$ cat config.mk
export PLATFORM = sky130hd
export DESIGN_NAME = gpe_out_flat
export DESIGN_NICKNAME = d
export VERILOG_FILES = /design/src/rtl/gpe_pkg.sv /design/src/rtl/gpe_pix_if.sv /design/src/rtl/gpe_out.sv /design/src/flat_wrapper.sv
export SDC_FILE = /design/constraint.sdc
export NUM_CORES = 1
export LEC_CHECK = 0
export BUFFER_PORTS_ARGS = -buffer_cell sky130_fd_sc_hd__buf_2
export CAP_MARGIN = 5
export CORE_ASPECT_RATIO = 0.5
export CORE_UTILIZATION = 48
export DETAILED_ROUTE_END_ITERATION = 10
export PLACE_DENSITY_LB_ADDON = 0.05
export SLEW_MARGIN = 25
export SYNTH_ARGS = -nofsm -noshare
export SYNTH_HDL_FRONTEND = slang
export SYNTH_SLANG_ARGS = --single-unit
export TNS_END_PERCENT = 5
$ cat constraint.sdc
create_clock -name clk -period 3.45 [get_ports clk]
set_input_delay 0.345 -clock clk [delete_from_list [all_inputs] [get_ports clk]]
set_output_delay 0.345 -clock clk [all_outputs]
set_load 0.03 [all_outputs]
$ cat src/rtl/gpe_pkg.sv
package gpe_pkg;

    // configuration register indexes
    localparam logic [2:0] REG_FG_COLOR   = 3'd0;
    localparam logic [2:0] REG_BG_COLOR   = 3'd1;
    localparam logic [2:0] REG_FILL_BG    = 3'd2;
    localparam logic [2:0] REG_ORIGIN_X   = 3'd3;
    localparam logic [2:0] REG_ORIGIN_Y   = 3'd4;

    // reset values of the configuration registers
    localparam logic [3:0] FG_COLOR_RST   = 4'd15;
    localparam logic [3:0] BG_COLOR_RST   = 4'd0;
    localparam logic       FILL_BG_RST    = 1'b0;
    localparam logic [9:0] ORIGIN_X_RST   = 10'd20;
    localparam logic [8:0] ORIGIN_Y_RST   = 9'd20;

    // input action codes
    localparam logic ACT_STORE  = 1'b0;
    localparam logic ACT_RENDER = 1'b1;

    typedef struct packed {
        logic [3:0] fg_color;
        logic [3:0] bg_color;
        logic       fill_background;
        logic [9:0] origin_x;
        logic [8:0] origin_y;
    } cfg_t;

    // one pixel write, without the last flag
    typedef struct packed {
        logic [10:0] pixel_x;
        logic [8:0]  pixel_y;
        logic [3:0]  pixel_color;
        logic [15:0] byte_offset;
        logic [7:0]  bit_mask;
    } pix_t;

    // sequencer to output stage
    typedef struct packed {
        logic step;
        logic emit;
        logic flush;
    } ctl_t;

endpackage

$ cat src/rtl/gpe_pix_if.sv
interface gpe_pix_if;
    logic        valid;
    logic        ready;
    logic [10:0] pixel_x;
    logic [8:0]  pixel_y;
    logic [3:0]  pixel_color;
    logic [15:0] byte_offset;
    logic [7:0]  bit_mask;
    logic        last_pixel;

    modport source (output valid, output pixel_x, output pixel_y, output pixel_color,
                    output byte_offset, output bit_mask, output last_pixel, input ready);
    modport sink   (input valid, input pixel_x, input pixel_y, input pixel_color,
                    input byte_offset, input bit_mask, input last_pixel, output ready);
endinterface

$ cat src/rtl/gpe_out.sv
module gpe_out (
    input  logic          clk,
    input  logic          rst_n,
    input  gpe_pkg::ctl_t ctl,
    input  gpe_pkg::pix_t pix,
    output logic          free,
    gpe_pix_if.source     out_ch
);

    logic          pend_valid_reg;
    gpe_pkg::pix_t pend_reg;
    logic          out_valid_reg;
    gpe_pkg::pix_t out_reg;
    logic          out_last_reg;
    logic          load_out;

    assign free     = !out_valid_reg || out_ch.ready;
    // a pixel leaves the hold stage once a later one exists or the glyph ends
    assign load_out = pend_valid_reg && ((ctl.step && ctl.emit) || ctl.flush);

    // control
    always_ff @(posedge clk or negedge rst_n)
    begin
        if (!rst_n)
        begin
            pend_valid_reg <= 1'b0;
            out_valid_reg  <= 1'b0;
        end
        else
        begin
            if (ctl.step && ctl.emit)
            begin
                pend_valid_reg <= 1'b1;
            end
            else if (ctl.flush)
            begin
                pend_valid_reg <= 1'b0;
            end

            if (load_out)
            begin
                out_valid_reg <= 1'b1;
            end
            else if (out_ch.ready)
            begin
                out_valid_reg <= 1'b0;
            end
        end
    end

    // payload
    always_ff @(posedge clk)
    begin
        if (ctl.step && ctl.emit)
        begin
            pend_reg <= pix;
        end
        if (load_out)
        begin
            out_reg      <= pend_reg;
            out_last_reg <= ctl.flush;
        end
    end

    assign out_ch.valid       = out_valid_reg;
    assign out_ch.pixel_x     = out_reg.pixel_x;
    assign out_ch.pixel_y     = out_reg.pixel_y;
    assign out_ch.pixel_color = out_reg.pixel_color;
    assign out_ch.byte_offset = out_reg.byte_offset;
    assign out_ch.bit_mask    = out_reg.bit_mask;
    assign out_ch.last_pixel  = out_last_reg;

endmodule

$ cat src/flat_wrapper.sv
// flat-port wrapper written by rule: the top's interface ports become plain ports
module gpe_out_flat 
  (clk, rst_n, ctl, pix, free, out_ch_valid, out_ch_pixel_x, out_ch_pixel_y, out_ch_pixel_color, out_ch_byte_offset, out_ch_bit_mask, out_ch_last_pixel, out_ch_ready);
  gpe_pix_if out_ch_i ();
  input  logic clk;
  input  logic rst_n;
  input  gpe_pkg::ctl_t ctl;
  input  gpe_pkg::pix_t pix;
  output logic free;
  output wire logic [$bits(out_ch_i.valid)-1:0] out_ch_valid;
  output wire logic [$bits(out_ch_i.pixel_x)-1:0] out_ch_pixel_x;
  output wire logic [$bits(out_ch_i.pixel_y)-1:0] out_ch_pixel_y;
  output wire logic [$bits(out_ch_i.pixel_color)-1:0] out_ch_pixel_color;
  output wire logic [$bits(out_ch_i.byte_offset)-1:0] out_ch_byte_offset;
  output wire logic [$bits(out_ch_i.bit_mask)-1:0] out_ch_bit_mask;
  output wire logic [$bits(out_ch_i.last_pixel)-1:0] out_ch_last_pixel;
  input wire logic [$bits(out_ch_i.ready)-1:0] out_ch_ready;
  assign out_ch_valid = out_ch_i.valid;
  assign out_ch_pixel_x = out_ch_i.pixel_x;
  assign out_ch_pixel_y = out_ch_i.pixel_y;
  assign out_ch_pixel_color = out_ch_i.pixel_color;
  assign out_ch_byte_offset = out_ch_i.byte_offset;
  assign out_ch_bit_mask = out_ch_i.bit_mask;
  assign out_ch_last_pixel = out_ch_i.last_pixel;
  assign out_ch_i.ready = out_ch_ready;
  gpe_out u_core (.clk(clk), .rst_n(rst_n), .ctl(ctl), .pix(pix), .free(free), .out_ch(out_ch_i));
endmodule
# Yosys cells after proc, flatten, opt, wreduce, memory -nomap -nowiden
# Cells that the tools add are included.
dict set report classes {
  muxes 4
  n_reduce_logical 7
}
# cell count
set ops {}
lappend ops {{two-way mux 1 bit} 4}
lappend ops {{nonzero test 2 bit} 2}
lappend ops {{logical AND 1 bit} 2}
lappend ops {{logical OR 1 bit} 2}
lappend ops {{logical NOT 1 bit} 1}
dict set report word_totals {
  regBits 99
  out_inout_bits 51
  wordCells 24
}

# Longest topological paths before layout
dict set report logic_depth {
  depth_word 4
  mapped_depth 2
  mapped_depth_nobuf 2
}

# Least setup slack after synthesis
# OpenSTA, ideal clock, no wires.
dict set report synth_path {
  path_type {input to register}
  from {input ctl[2] in the netlist's numbering}
  to {register u_core.out_reg (netlist bit u_core.out_ch.bit_mask[0]) (enable)}
  setup_ps 456
  t_arrival_ps 2474
  t_required_ps 2994
  path_slack_ps 520
  cell_stages 2
  n_path_buf 0
  cell_sequence {a21oi_1 nor2_1}
}
dict set report synth_via {
  elab_chain_len 3
}
# item line
set synth_lines {}
lappend synth_lines {{from (decl)} flat_wrapper.sv:7} ;# input gpe_pkg::ctl_t ctl;
lappend synth_lines {{logical AND 1 bit} gpe_out.sv:19} ;# assign load_out = pend_valid_reg && ((ctl.step && ctl.emit) || ctl.flush);
lappend synth_lines {{logical OR 1 bit} gpe_out.sv:19}
lappend synth_lines {{logical AND 1 bit} gpe_out.sv:19}
lappend synth_lines {{named net u_core.load_out} gpe_out.sv:15} ;# logic load_out;
lappend synth_lines {{to (signal assigned)} gpe_out.sv:60} ;# out_reg <= pend_reg;
lappend synth_lines {{to (decl)} gpe_out.sv:13} ;# gpe_pkg::pix_t out_reg;
# The timed path passes the listed nets, and every way through them passes these cells.
# A chain may end at the register's enable or synchronous reset.

# Worst setup path in the final report
dict set report layout_path {
  from {register u_core.pend_valid_reg}
  to {register u_core.out_reg (netlist bit u_core.out_ch.pixel_x[10]) (enable)}
}
dict set report layout_via {
  elab_chain_len 1
}
# item line
set layout_lines {}
lappend layout_lines {{from (decl)} gpe_out.sv:10} ;# logic pend_valid_reg;
lappend layout_lines {{from (signal assigned)} gpe_out.sv:26} ;# pend_valid_reg <= 1'b0;
lappend layout_lines {{from (signal assigned)} gpe_out.sv:33} ;# pend_valid_reg <= 1'b1;
lappend layout_lines {{from (signal assigned)} gpe_out.sv:37} ;# pend_valid_reg <= 1'b0;
lappend layout_lines {{logical AND 1 bit} gpe_out.sv:19}
lappend layout_lines {{named net u_core.load_out} gpe_out.sv:15}
# The timed path passes the listed nets, and every way through them passes these cells.

==> flow_summary.json <==
{
  "synth.yosys.seq_area_share_pct": 98.67,
  "register_bit_count_reported_by_yosys": 99,
  "run_status": "finished clean",
  "clock_path_buffers": 2,
  "drc": 0,
  "final.setup.tns_ns": 0,
  "grt_antenna_before_repair": 0,
  "place.port_buffers": 104,
  "first_global_vias": 1420,
  "timing.setup.critical_path_class": "flip-flop to flip-flop",
  "cts_htree_levels": 3,
  "type_of_origin_of_the_critical_path": "flip-flop",
  "grt_start_max_net_pins": 50,
  "core_area_um2": 5753,
  "highest_achievable_clock_rate_ghz": 0.7123,
  "setup_viol": 0,
  "placedInstanceArea_um2": 3643,
  "hold_class": "input port to flip-flop",
  "routed-via-count": 1412,
  "grtUsageTotal_pct": 14.93,
  "report.final.hold_viol_count": 0,
  "initial_utilization_pct": 52.20,
  "max-slew-margin-rel_pct": 57.09,
  "fillers": 399,
  "timing.critical_path.cells": "inv_1 > nor2_4 > buf_4",
  "pin_slew_with_the_least_headroom_to_its_limit_ns": 0.6437,
  "cts_root_buf": "sky130_fd_sc_hd__clkbuf_16",
  "hold-worst-slack_ns": 0.1855,
  "worstPathMaxFanout": 49,
  "timing.hold.worst_path_depth": 1,
  "clock_insertion_delay_worst_skew_ns": 0.33,
  "syn-mean-instance-area_um2": 28.33,
  "cts_resized": 0,
  "detail-route-antenna-nets": 0,
  "clkSlewWorstSetupHoldPaths_ns": 0.06,
  "routability_congestion": 0.6914,
  "fraction_of_final_layout_cells_sized_beyond_drive_strength_1_pct": 51.98,
  "finalWirelength_um": 4485,
  "die_width_um": 113.9,
  "cts_tree": "done",
  "synth_cells": 106,
  "number_of_nets_produced_by_synthesis": 160,
  "synth.yosys.warnings": 0,
  "cpMaxStageDelayCell": "sky130_fd_sc_hd__buf_4",
  "grt.overflow.total": 0,
  "grt_setup_unrepaired": "no",
  "antennaDiodeCount": 0,
  "cts_num_sinks": 99,
  "max_cap_viol_count": 0,
  "end_kind": "flip-flop",
  "via_per_inst": 4.540,
  "p_per_area_nw_per_um2": 643.7,
  "timing.reg2reg.worst_path_depth": 3,
  "top_level_ports": 105,
  "die-area_um2": 6596,
  "final_design_area_no_fill_um2": 3929,
  "numCtsBuffers": 9,
  "die_y_um": 57.93,
  "drt_first_pass_iters": 4,
  "final-max-slew-violation-count": 0,
  "synth.lib_cells_used.distinct": 9,
  "largest_reg_flops": 48,
  "detail_route.iter0.violations": 61,
  "final_net_count": 277,
  "grt_pass1_wl_um": 6644,
  "final.setup_skew_ns": 0.004196,
  "post-route-period-util_pct": 40.69,
  "peakVddDrop_mv": 0.4280,
  "arrival_time_at_the_worst_endpoint_ns": 1.37,
  "cp_slowest_stage_delay_ns": 0.51,
  "sequential_cell_area_um2": 2963,
  "dpl.hpwl_um": 3016,
  "layout-area-overhead-vs-synth_pct": 30.83,
  "rows": 19,
  "mappedNetlistArea_um2": 3003,
  "combined_area_of_the_multi_input_logic_cells_um2": 43.79,
  "timing.critical_path.required_ns": 3.41,
  "leakagePower_nw": 1.506,
  "post_drt_wl_per_cell_um": 14.42,
  "period_minus_slack_ns": 1.404
}
kinds of logic after synthesis:
logic type	count (synthesis)	share of synthesized area, %
AOI/OAI and AO/OA	3	0.5831
buffers and inverters	1	0.1249
and+or+nand+nor	3	0.6251
DFF	99	98.67
layout make-up:
class	count	share of cell area (%)
Inverter	1	0.09554
Timing Repair Buffer	106	13.69
Sequential cell	99	75.41
Multi-Input combinational cell	6	1.115
Clock inverter	4	1.083
Clock buffer	11	5.924
Tap cell	84	2.675
final timing paths:
path | from | endpoint | slack [ns]
setup / recovery | u_core.pend_valid_reg | u_core.out_ch.pixel_x[10] | 2.05
hold / removal | pix[16] | u_core.pend_reg[16] | 0.19
setup reg to reg | u_core.pend_valid_reg | u_core.out_ch.pixel_x[10] | 2.05
hold reg to reg | u_core.pend_reg[2] | u_core.out_ch.bit_mask[2] | 0.42
max in group asynchronous | rst_n | u_core.out_ch.valid | 3.03
min in group asynchronous | rst_n | u_core.pend_valid_reg | 0.33
cell usage after synthesis:
cell | count | area share (%)
sky130_fd_sc_hd__nor2_1 | 1 | 0.12
sky130_fd_sc_hd__edfxtp_1 | 97 | 97
sky130_fd_sc_hd__o21ai_0 | 1 | 0.17
sky130_fd_sc_hd__inv_1 | 1 | 0.12
sky130_fd_sc_hd__o21bai_1 | 1 | 0.25
sky130_fd_sc_hd__dfrtp_1 | 2 | 1.7
sky130_fd_sc_hd__nand2b_1 | 1 | 0.21
sky130_fd_sc_hd__and2_4 | 1 | 0.29
sky130_fd_sc_hd__a21oi_1 | 1 | 0.17
per-stage QoR:
stage               power [mW]  std cells  setup slack (ns)  util [%]
global route             2.615        311             1.982     68.29
global placement         1.633        295             1.934     63.33
finish                   2.529        311             2.046     68.29
CTS                      2.562        311             2.031     68.29
detailed placement       1.641        295             1.898     63.33
floorplan                1.560        106            0.5200         -
worst max-delay path: cells and delay by family, from the launching register on:
| kind | cells | cell delay [ns] |
|---|---|---|
| buffers and inverters | 2 | 0.58 |
| DFF | 1 | 0.32 |
| and+or+nand+nor | 1 | 0.10 |
metal layers:
layer | vias to the layer above | track usage (%) | wire length (um)
met1 | 680 | 15.52 | 1700
met2 | 70 | 24.74 | 2245
met5 | - | 0 | 0
li1 | 657 | - | -
met3 | 5 | 8.159 | 469
met4 | 0 | 8.349 | 69
report_power, final:
group          switching (mW)  total [mW]  internal, mW
clock network           0.365       0.916         0.551
registers              0.0184        1.43          1.42
logic                   0.129       0.179        0.0500
total                   0.512        2.53          2.02
placed cells by master, fill, tap and decap left out:
| master | n |
|---|---|
| sky130_fd_sc_hd__clkbuf_1 | 2 |
| sky130_fd_sc_hd__clkinv_1 | 2 |
| sky130_fd_sc_hd__dlygate4sd3_1 | 1 |
| sky130_fd_sc_hd__dfrtp_1 | 2 |
| sky130_fd_sc_hd__a21oi_1 | 1 |
| sky130_fd_sc_hd__clkinv_2 | 1 |
| sky130_fd_sc_hd__edfxtp_1 | 97 |
| sky130_fd_sc_hd__and2_4 | 1 |
| sky130_fd_sc_hd__nor2_4 | 1 |
| sky130_fd_sc_hd__buf_4 | 1 |
| sky130_fd_sc_hd__nand2b_1 | 1 |
| sky130_fd_sc_hd__o21ai_0 | 1 |
| sky130_fd_sc_hd__clkbuf_16 | 9 |
| sky130_fd_sc_hd__bufinv_16 | 1 |
| sky130_fd_sc_hd__o21bai_1 | 1 |
| sky130_fd_sc_hd__inv_1 | 1 |
| sky130_fd_sc_hd__buf_2 | 104 |
what timing repair did:
action / 4_1_cts / 5_1_grt
endpoints found under the setup margin: 0 / 0
setup buffers: 0 / 0
hold buffers: 1 / 0
hold endpoints to repair: 2 / 0
Power figures use the tool's default switching activity.
